### src/wma_pkg.sv
// Package for the windowed moving average block.
// Holds the shared widths, the queue entry type and the divider state type.
// Depends on nothing.
`default_nettype none
package wma_pkg;

  localparam int MAX_WINDOW  = 8;
  localparam int IDX_W       = $clog2(MAX_WINDOW);
  localparam int CNT_W       = $clog2(MAX_WINDOW + 1);
  localparam int SAMPLE_W    = 16;
  localparam int SUM_W       = 20;
  localparam int LEN_W       = 4;
  localparam int STEP_W      = $clog2(SUM_W);
  localparam int QUEUE_DEPTH = 2;
  localparam int QPTR_W      = $clog2(QUEUE_DEPTH);
  localparam int QCNT_W      = $clog2(QUEUE_DEPTH + 1);

  localparam logic [LEN_W-1:0] LEN_RESET = 4'd5;

  typedef struct packed {
    logic signed [SUM_W-1:0] sum;
    logic [CNT_W-1:0]        count;
  } wma_job_t;

  typedef enum logic [1:0] {
    DIV_IDLE,
    DIV_RUN,
    DIV_DONE
  } wma_div_state_t;

endpackage
`default_nettype wire

### src/wma_front.sv
// Front part: accepts samples, keeps the sample ring, fill count and running sum.
// Emits one sum and count job per item. Depends on wma_pkg.
`default_nettype none
module wma_front (
  input  wire logic                                clk,
  input  wire logic                                rst_n,
  input  wire logic                                cfg_we,
  input  wire logic [wma_pkg::LEN_W-1:0]           cfg_window_len,
  input  wire logic                                in_valid,
  input  wire logic signed [wma_pkg::SAMPLE_W-1:0] in_sample,
  output wma_pkg::wma_job_t                        job
);

  logic [wma_pkg::LEN_W-1:0]           len_r;
  logic [wma_pkg::IDX_W-1:0]           oldest_r, oldest_nxt;
  logic [wma_pkg::CNT_W-1:0]           fill_r, fill_nxt;
  logic signed [wma_pkg::SUM_W-1:0]    sum_r, sum_nxt;
  logic signed [wma_pkg::SAMPLE_W-1:0] ring_r [wma_pkg::MAX_WINDOW];

  logic [wma_pkg::CNT_W-1:0]        eff_len;
  logic                             win_full;
  logic [wma_pkg::IDX_W-1:0]        slot;
  logic signed [wma_pkg::SUM_W-1:0] drop_val;

  always_comb begin
    if (len_r == '0) begin
      eff_len = wma_pkg::CNT_W'(1);
    end else if (int'(len_r) > wma_pkg::MAX_WINDOW) begin
      eff_len = wma_pkg::CNT_W'(wma_pkg::MAX_WINDOW);
    end else begin
      eff_len = wma_pkg::CNT_W'(len_r);
    end
  end

  always_comb begin
    win_full = (fill_r == eff_len);
    slot     = win_full ? oldest_r : fill_r[wma_pkg::IDX_W-1:0];
    drop_val = win_full ? wma_pkg::SUM_W'(ring_r[oldest_r]) : '0;
    sum_nxt  = sum_r - drop_val + wma_pkg::SUM_W'(in_sample);
    if (win_full) begin
      fill_nxt = fill_r;
      if (wma_pkg::CNT_W'(oldest_r) == eff_len - wma_pkg::CNT_W'(1)) begin
        oldest_nxt = '0;
      end else begin
        oldest_nxt = oldest_r + wma_pkg::IDX_W'(1);
      end
    end else begin
      fill_nxt   = fill_r + wma_pkg::CNT_W'(1);
      oldest_nxt = oldest_r;
    end
  end

  assign job.sum   = sum_nxt;
  assign job.count = fill_nxt;

  always_ff @(posedge clk) begin
    if (!rst_n) begin
      len_r    <= wma_pkg::LEN_RESET;
      oldest_r <= '0;
      fill_r   <= '0;
      sum_r    <= '0;
    end else if (cfg_we) begin
      len_r    <= cfg_window_len;
      oldest_r <= '0;
      fill_r   <= '0;
      sum_r    <= '0;
    end else if (in_valid) begin
      oldest_r <= oldest_nxt;
      fill_r   <= fill_nxt;
      sum_r    <= sum_nxt;
    end
  end

  always_ff @(posedge clk) begin
    if (in_valid) begin
      ring_r[slot] <= in_sample;
    end
  end

endmodule
`default_nettype wire

### src/wma_queue.sv
// Short job queue between the front part and the divider.
// Depends on wma_pkg.
`default_nettype none
module wma_queue (
  input  wire logic              clk,
  input  wire logic              rst_n,
  input  wire logic              wr_en,
  input  wire wma_pkg::wma_job_t wr_job,
  output logic                   q_full,
  output logic                   head_valid,
  output wma_pkg::wma_job_t      head_job,
  input  wire logic              rd_en
);

  wma_pkg::wma_job_t             mem_r [wma_pkg::QUEUE_DEPTH];
  logic [wma_pkg::QPTR_W-1:0]    wr_ptr_r, rd_ptr_r;
  logic [wma_pkg::QCNT_W-1:0]    cnt_r;
  logic                          do_wr, do_rd;

  assign q_full     = (cnt_r == wma_pkg::QCNT_W'(wma_pkg::QUEUE_DEPTH));
  assign head_valid = (cnt_r != '0);
  assign head_job   = mem_r[rd_ptr_r];
  assign do_wr      = wr_en && !q_full;
  assign do_rd      = rd_en && head_valid;

  always_ff @(posedge clk) begin
    if (!rst_n) begin
      wr_ptr_r <= '0;
      rd_ptr_r <= '0;
      cnt_r    <= '0;
    end else begin
      if (do_wr) begin
        wr_ptr_r <= wr_ptr_r + wma_pkg::QPTR_W'(1);
      end
      if (do_rd) begin
        rd_ptr_r <= rd_ptr_r + wma_pkg::QPTR_W'(1);
      end
      if (do_wr && !do_rd) begin
        cnt_r <= cnt_r + wma_pkg::QCNT_W'(1);
      end else if (do_rd && !do_wr) begin
        cnt_r <= cnt_r - wma_pkg::QCNT_W'(1);
      end
    end
  end

  always_ff @(posedge clk) begin
    if (do_wr) begin
      mem_r[wr_ptr_r] <= wr_job;
    end
  end

endmodule
`default_nettype wire

### src/wma_back.sv
// Back part: bit-serial restoring divide of the window sum by the count,
// truncated toward zero, with a one-entry result register. Depends on wma_pkg.
`default_nettype none
module wma_back (
  input  wire logic                          clk,
  input  wire logic                          rst_n,
  input  wire logic                          head_valid,
  input  wire wma_pkg::wma_job_t             head_job,
  output logic                               head_pop,
  output logic                               empty,
  input  wire logic                          pop,
  output logic signed [wma_pkg::SAMPLE_W-1:0] out_average
);

  wma_pkg::wma_div_state_t state_r, state_nxt;

  logic [wma_pkg::SUM_W-1:0]           quo_r, quo_nxt;
  logic [wma_pkg::CNT_W-1:0]           rem_r, rem_nxt;
  logic [wma_pkg::CNT_W-1:0]           div_r;
  logic                                neg_r;
  logic [wma_pkg::STEP_W-1:0]          step_r;
  logic signed [wma_pkg::SAMPLE_W-1:0] avg_r;
  logic                                out_valid_r;

  logic                                out_load;
  logic                                last_step;
  logic [wma_pkg::CNT_W:0]             shifted;
  logic                                ge;
  logic [wma_pkg::SUM_W-1:0]           mag;
  logic [wma_pkg::SAMPLE_W-1:0]        q16;

  assign last_step = (step_r == wma_pkg::STEP_W'(wma_pkg::SUM_W - 1));

  always_comb begin
    shifted = {rem_r, quo_r[wma_pkg::SUM_W-1]};
    ge      = (shifted >= {1'b0, div_r});
    rem_nxt = ge ? wma_pkg::CNT_W'(shifted - {1'b0, div_r})
                 : wma_pkg::CNT_W'(shifted);
    quo_nxt = {quo_r[wma_pkg::SUM_W-2:0], ge};
    mag     = head_job.sum[wma_pkg::SUM_W-1] ? wma_pkg::SUM_W'(-head_job.sum)
                                             : wma_pkg::SUM_W'(head_job.sum);
    q16     = quo_r[wma_pkg::SAMPLE_W-1:0];
  end

  always_comb begin
    state_nxt = state_r;
    case (state_r)
      wma_pkg::DIV_IDLE: begin
        if (head_valid) state_nxt = wma_pkg::DIV_RUN;
      end
      wma_pkg::DIV_RUN: begin
        if (last_step) state_nxt = wma_pkg::DIV_DONE;
      end
      wma_pkg::DIV_DONE: begin
        if (!out_valid_r || pop) state_nxt = wma_pkg::DIV_IDLE;
      end
      default: state_nxt = wma_pkg::DIV_IDLE;
    endcase
  end

  always_comb begin
    head_pop = 1'b0;
    out_load = 1'b0;
    case (state_r)
      wma_pkg::DIV_IDLE: head_pop = head_valid;
      wma_pkg::DIV_DONE: out_load = !out_valid_r || pop;
      default: begin
        head_pop = 1'b0;
        out_load = 1'b0;
      end
    endcase
  end

  always_ff @(posedge clk) begin
    if (!rst_n) begin
      state_r     <= wma_pkg::DIV_IDLE;
      out_valid_r <= 1'b0;
      step_r      <= '0;
    end else begin
      state_r <= state_nxt;
      if (out_load) begin
        out_valid_r <= 1'b1;
      end else if (pop) begin
        out_valid_r <= 1'b0;
      end
      if (head_pop) begin
        step_r <= '0;
      end else if (state_r == wma_pkg::DIV_RUN) begin
        step_r <= step_r + wma_pkg::STEP_W'(1);
      end
    end
  end

  always_ff @(posedge clk) begin
    if (head_pop) begin
      quo_r <= mag;
      rem_r <= '0;
      div_r <= head_job.count;
      neg_r <= head_job.sum[wma_pkg::SUM_W-1];
    end else if (state_r == wma_pkg::DIV_RUN) begin
      quo_r <= quo_nxt;
      rem_r <= rem_nxt;
    end
    if (out_load) begin
      avg_r <= neg_r ? -q16 : q16;
    end
  end

  assign empty       = !out_valid_r;
  assign out_average = avg_r;

endmodule
`default_nettype wire

### src/windowed_moving_average.sv
// Top level of the windowed moving average: front part, job queue and divider.
// Depends on wma_pkg, wma_front, wma_queue and wma_back.
//
//   Channel   Ports                     Transfer when
//   input     push, full, in_sample     push && !full
//   result    empty, pop, out_average   pop && !empty
//   config    cfg_we, cfg_window_len    cfg_we
//
// The front part takes an item whenever the two-entry queue has room.
// The divider resolves one quotient bit a cycle and takes the next job from the queue
// only after it has handed its last result to the output register.
// Reset is synchronous; it sets the window length to five and empties the window.
// A stalled result waits in the output register; the divider may finish one more job, which
// then waits in the divider until the register frees, and the queue takes work while it has room.
`default_nettype none
module windowed_moving_average (
  input  wire logic                                clk,
  input  wire logic                                rst_n,
  input  wire logic                                cfg_we,
  input  wire logic [wma_pkg::LEN_W-1:0]           cfg_window_len,
  input  wire logic                                push,
  output logic                                     full,
  input  wire logic signed [wma_pkg::SAMPLE_W-1:0] in_sample,
  output logic                                     empty,
  input  wire logic                                pop,
  output logic signed [wma_pkg::SAMPLE_W-1:0]      out_average
);

  wma_pkg::wma_job_t new_job, head_job;
  logic              q_full, head_valid, head_pop, in_take;

  assign full    = q_full;
  assign in_take = push && !q_full;

  wma_front u_front (
    .clk            (clk),
    .rst_n          (rst_n),
    .cfg_we         (cfg_we),
    .cfg_window_len (cfg_window_len),
    .in_valid       (in_take),
    .in_sample      (in_sample),
    .job            (new_job)
  );

  wma_queue u_queue (
    .clk        (clk),
    .rst_n      (rst_n),
    .wr_en      (in_take),
    .wr_job     (new_job),
    .q_full     (q_full),
    .head_valid (head_valid),
    .head_job   (head_job),
    .rd_en      (head_pop)
  );

  wma_back u_back (
    .clk         (clk),
    .rst_n       (rst_n),
    .head_valid  (head_valid),
    .head_job    (head_job),
    .head_pop    (head_pop),
    .empty       (empty),
    .pop         (pop),
    .out_average (out_average)
  );

endmodule
`default_nettype wire
### config.mk
export PLATFORM = sky130hd
export DESIGN_NAME = windowed_moving_average
export DESIGN_NICKNAME = d
export VERILOG_FILES = /design/src/wma_pkg.sv /design/src/wma_front.sv /design/src/wma_queue.sv /design/src/wma_back.sv /design/src/windowed_moving_average.sv
export SDC_FILE = /design/constraint.sdc
export NUM_CORES = 1
export LEC_CHECK = 0
export ABC_CLOCK_PERIOD_IN_PS = 12530
export BUFFER_PORTS_ARGS = -buffer_cell sky130_fd_sc_hd__buf_2
export CAP_MARGIN = 20
export CORE_MARGIN = 5
export CORE_UTILIZATION = 30
export CTS_BUF_LIST = sky130_fd_sc_hd__clkbuf_4 sky130_fd_sc_hd__clkbuf_8
export DETAILED_ROUTE_END_ITERATION = 12
export PLACE_DENSITY = 0.48
export REMOVE_ABC_BUFFERS = 1
export SLEW_MARGIN = 10
export SYNTH_ARGS = -nofsm -noshare
export SYNTH_HDL_FRONTEND = slang
export SYNTH_SLANG_ARGS = --single-unit
### constraint.sdc
create_clock -name clk -period 12.53 [get_ports clk]
set_clock_uncertainty 0.1 [all_clocks]
set_input_delay 1.8795 -clock clk [delete_from_list [all_inputs] [get_ports clk]]
set_output_delay 1.8795 -clock clk [all_outputs]
set_load 0.02 [all_outputs]
; ---- Word-level counts from Yosys, hierarchy flattened
; Memory sizes are Yosys's and may differ from the RTL's. A register that Yosys moved wholly into a read port is not among the register bits.
; Index checks and enable logic that the tools add are counted.
[totals]
regBits = 88
ramBits = 176
inputBits = 25
out_inout_bits = 18
word_cells = 91
mem_count = 2
[memory_table]
columns = name, words, width, read_ports, rd_ports_with_merged_regs, wr, line
row1 = u_front.ring_r, 8, 16, 1, 1, 1, wma_front.sv:18  ; logic signed [wma_pkg::SAMPLE_W-1:0] ring_r [wma_pkg::MAX_WINDOW];
row2 = u_queue.mem_r, 2, 24, 1, 1, 1, wma_queue.sv:15  ; wma_pkg::wma_job_t mem_r [wma_pkg::QUEUE_DEPTH];
[op_classes]
addsub = 13
order_cmp = 2
eq_ne = 9
mux = 29
n_bitwise = 1
n_reduce_logical = 20
[op_table]
columns = cell, n
row1 = $mux 20, 4
row2 = $add 20x16->20, 1
row3 = $neg 20->20, 1
row4 = $sub 20x20->20, 1
row5 = $mux 16, 1
row6 = $mux 4, 4
row7 = $neg 16->16, 1
row8 = $mux 3, 4
row9 = $mux 1, 10
row10 = $mux 2, 5
row11 = $reduce_bool 2->1, 4
row12 = $ne 2x1->1 const B, 3
row13 = $pmux 2 s3, 1
row14 = $add 5x1->5 const B, 1
row15 = $eq 5x5->1 const B, 1
row16 = $ge 5x4->1, 1
row17 = $logic_and 1x1->1, 5
row18 = $add 4x1->4 const B, 1
row19 = $eq 2x2->1 const B, 2
row20 = $eq 3x4->1, 1
row21 = $eq 4x4->1, 1
row22 = $gt 4x4->1 const B, 1
row23 = $logic_not 1->1, 4
row24 = $logic_not 4->1, 1
row25 = 13 further kinds, 15

; ---- Depth between registers and ports, before layout
[logic_depth]
word_depth = 8
mapped_depth = 21
depth_no_buf = 17

; ---- Modules after synthesis
; From an unflattened synthesis, not the netlist that was laid out.
[hier_totals]
hier_cells = 975
hier_area_um2 = 12879.9
[by_module_without_submodules]
columns = module, n_inst, cells_each, area_per_inst_um2, seq_area_each_um2
row1 = wma_front, 1, 612, 8105.3, 4524.3
row2 = wma_back, 1, 262, 2792.7, 1471.4
row3 = wma_queue, 1, 100, 1968.1, 1541.5
row4 = windowed_moving_average, 1, 1, 13.8, 0.0

; ---- Least setup slack after synthesis
; No wires, ideal clock.
[synth_timing]
path_type = input to register
from = input port in_sample[8] (netlist name)
to = memory u_queue.mem_r[0][23] (netlist name) (data pin)
setup_ps = 262
arrival_ps = 4166
required_ps = 12168
setup_slack_ps = 8002
path_stages = 12
n_path_buf = 1
path_cell_list = inv_1 > fa_1 > inv_1 > ha_1 > buf_2 > a21oi_1 > o21ai_0 > a31o_2 > a41o_1 > a221oi_4 > xnor2_1 > xnor2_1
[synth_rtl]
columns = element, line
row1 = from (decl), windowed_moving_average.sv:23  ; input wire logic signed [wma_pkg::SAMPLE_W-1:0] in_sample,
row2 = to (decl), wma_queue.sv:15

==> results.txt <==
Nets@finish: 1145
Post-synth ARST share: 0%
Top-area cell type share of the netlist area: 50.4%
Critical Path RT: 12760 ps
Number of global-route vias before repair: 7626
Highest-count cells in the layout ignoring fill and taps: edfxtp_1 (217), inv_1 (87), nand2_1 (74)
Switching share of power: 31.8%
Clk slew on worst S/H paths: 60 ps
Tcrit/Tclk final: 36.5%
Total track usage: 10.9%
1st-iter DRT viols: 336
TritonRoute pass-1 iters: 4
Final GP Congestion: 0.780
Hold violation total from the final report: 0
Netlist cell types: 62
Slew HR: 45.1%
Psw: 923 uW
DRC violations left: 0
Netlist area before placement: 0.0129 mm2
Area grow syn2layout: 14.8%
CTS Hold Bufs: 0
Num CTS Buffers: 49
Critical-path top delay cell: dfxtp_1
RSZ-0062 raised after global routing: no
Initial Utilization: 30.2%
Fmax: 219 MHz
PwrDens: 195 mW/mm2
Die Y: 218 um
Seq pwr share: 43.1%
Skew-Pair Late Insertion Delay: 580 ps
Setup TNS: 0 ps
Min Hold Slack: 358 ps
Fillers: 4228
Final slew viol count: 0
Worst VDD drop: 0.000106 V
Die Span X: 218 um
Commonest non-fill, non-tap cell in the layout: edfxtp_1
Worst path cell trace: xnor2_1, a21o_1, a21oi_1, o32ai_4, nand2_4, nor2_1, fa_1, inv_1, ha_1, a21oi_1, o21ai_0, a31o_2, a41o_1, a221oi_4, xnor2_1, xnor2_1
PortBufs: 42
Synth top area cells: edfxtp_1 (50%), dfxtp_1 (7.9%), mux4_2 (5.6%)
Post-DP HPWL: 16900 um
WS Path Type: flip-flop to flip-flop
Total number of vias: 7565
H-tree depth: 2
Seq cells post-synth: 268
Ys Warns: 0
Antenna-violating nets left: 0
Crit-path max cell delay: 620 ps
CTS tree: built
Core Area: 0.0429 mm2
Min Clock Period, post-route: 4570 ps
Most common cell on crit path: xnor2_1
Leak Pwr: 0.00521 uW
PostCTS Resize Cnt: 0
Status: finished, final reports clean
Grt ovf: 0
Clock Path Buffers: 3
Number of flops mapped to enable cells by yosys: 217
Crit end category: flip-flop
Max-cap viol count: 0
Syn avg cell area: 13.0 um2
Post-synth top area cell: edfxtp_1
Io pins: 43
Routed len/inst: 15.1 um
Setup bufs post-CTS: 0
CTS Root Buffer Type: clkbuf_8
Internal Dissipation: 1980 uW
Crit path max fanout: 30
Largest net degree at the start of global routing: 48
Critical path launch point type: flip-flop
CTS Sinks: 268
Logic gate share of total power: 28.3%
Initial antenna violation count: 0
Avg Vias per Cell: 4.48
Slew of the pin with the lowest slew margin: 800 ps
Share of cells above drive strength 1: 18.7%
Clock share of power: 28.6%
Diode count: 0
Mapped Cells: 998
WP data arrival: 4800 ps
WL final: 25500 um
Die area: 0.0474 mm2
Register area: 0.00754 mm2
# rows: 76
Global-route wire length before repair: 41700 um
Sequential area share after synthesis: 58.3%
Endpoints failing setup: 0
Area of the multi-input gates: 0.00490 mm2
R2R Setup Slk: 7960 ps
HP Class: flip-flop to flip-flop
Synth Flop Type: edfxtp_1
synthesized netlist by cell type, drive strengths merged, types with 5 or more instances:
cell / number
fa: 20
mux2: 10
inv: 87
a211oi: 9
xnor2: 48
o21bai: 6
ha: 32
o21ai: 51
mux4: 32
and3: 5
nand2b: 12
nand4: 8
nor2b: 10
nand3: 11
a21oi: 52
nor3: 18
clkbuf: 26
or3: 8
and2: 7
mux2i: 40
a21o: 7
nor2: 53
o31ai: 6
nand2: 75
nand4b: 6
or4: 5
xor2: 23
dfxtp: 51
buf: 17
edfxtp: 217
registers in the layout (all words and copies together), names as in the netlist, named ones only:
signal and cells:
u_front.ring_r 128, u_back.out_average 16, u_front.sum_r 20, u_back.neg_r 1, u_front.oldest_r 3, u_back.out_valid_r 1
u_back.div_r 4, u_back.state_r 2, u_front.len_r 4, u_queue.mem_r 48, u_queue.rd_ptr_r 1, u_back.step_r 5
u_queue.wr_ptr_r 1, u_front.fill_r 4, u_queue.cnt_r 2, u_back.rem_r 4, u_back.quo_r 20
per-stage QoR:
step | power, uW | setup WS, ps | util [%] | instances | instance area (um2)
final | 2900 | 7960 | 34.6 | 1687 | 14800
after global routing | 3120 | 7600 | 34.6 | 1687 | 14800
after CTS | 2960 | 7960 | 34.6 | 1686 | 14800
after detailed placement | 2100 | 7590 | 32.3 | 1601 | 13800
after global placement | 2090 | 7610 | 32.3 | 1601 | 13800
after floorplan | 1880 | 7690 | - | 955 | 12700
logic make-up after synthesis:
family | after synthesis | synth area share (%)
simple gates | 232 | 8.94
flops | 268 | 58.3
compound gates | 163 | 8.05
xor+xnor | 71 | 4.81
fa+ha+maj | 52 | 6.19
mux | 82 | 9.54
buf+inv | 130 | 4.22
final cells by class:
type	instances	share of cell area, %
Inverter	87	2.20
Tap cell	585	4.93
Clock inverter	16	0.860
Sequential cell	268	50.8
Timing Repair Buffer	62	2.48
Multi-Input combinational cell	600	33.0
Clock buffer	69	5.76
path summary, 6_finish.rpt:
path / from / end / depth (start not counted)
max: u_front.fill_r[1] / u_queue.mem_r[0][23] / 16
min: u_front.sum_r[1] / u_front.sum_r[1] / 2
max reg2reg: u_front.fill_r[1] / u_queue.mem_r[0][23] / 16
min reg2reg: u_front.sum_r[1] / u_front.sum_r[1] / 2
worst max-delay path, delay by kind of cell (launching register included):
family,cells,cell delay (ps)
xor gates and xnor gates,3,400
DFF,1,620
buffers and inverters,1,40
and+or+nand+nor,2,470
adders and majority gates,2,890
AOI/OAI and AO/OA,8,1810
metal layers:
layer | global-route usage [%] | vias up | wire length, um
li1 | - | 3770 | -
met1 | 15.0 | 3623 | 12200
met2 | 17.1 | 118 | 11600
met3 | 2.47 | 54 | 1070
met4 | 3.79 | 0 | 602
met5 | 0 | - | 0
power by group through the flow:
stage / clock network, uW / logic [uW] / registers, uW
6_report: 831 / 820 / 1250
3_3_place_gp: 0 / 823 / 1270
4_1_cts: 869 / 836 / 1250
3_5_place_dp: 0 / 831 / 1270
5_1_grt: 910 / 940 / 1270
2_1_floorplan: 0 / 617 / 1260
(Power assumes the default switching activity.)
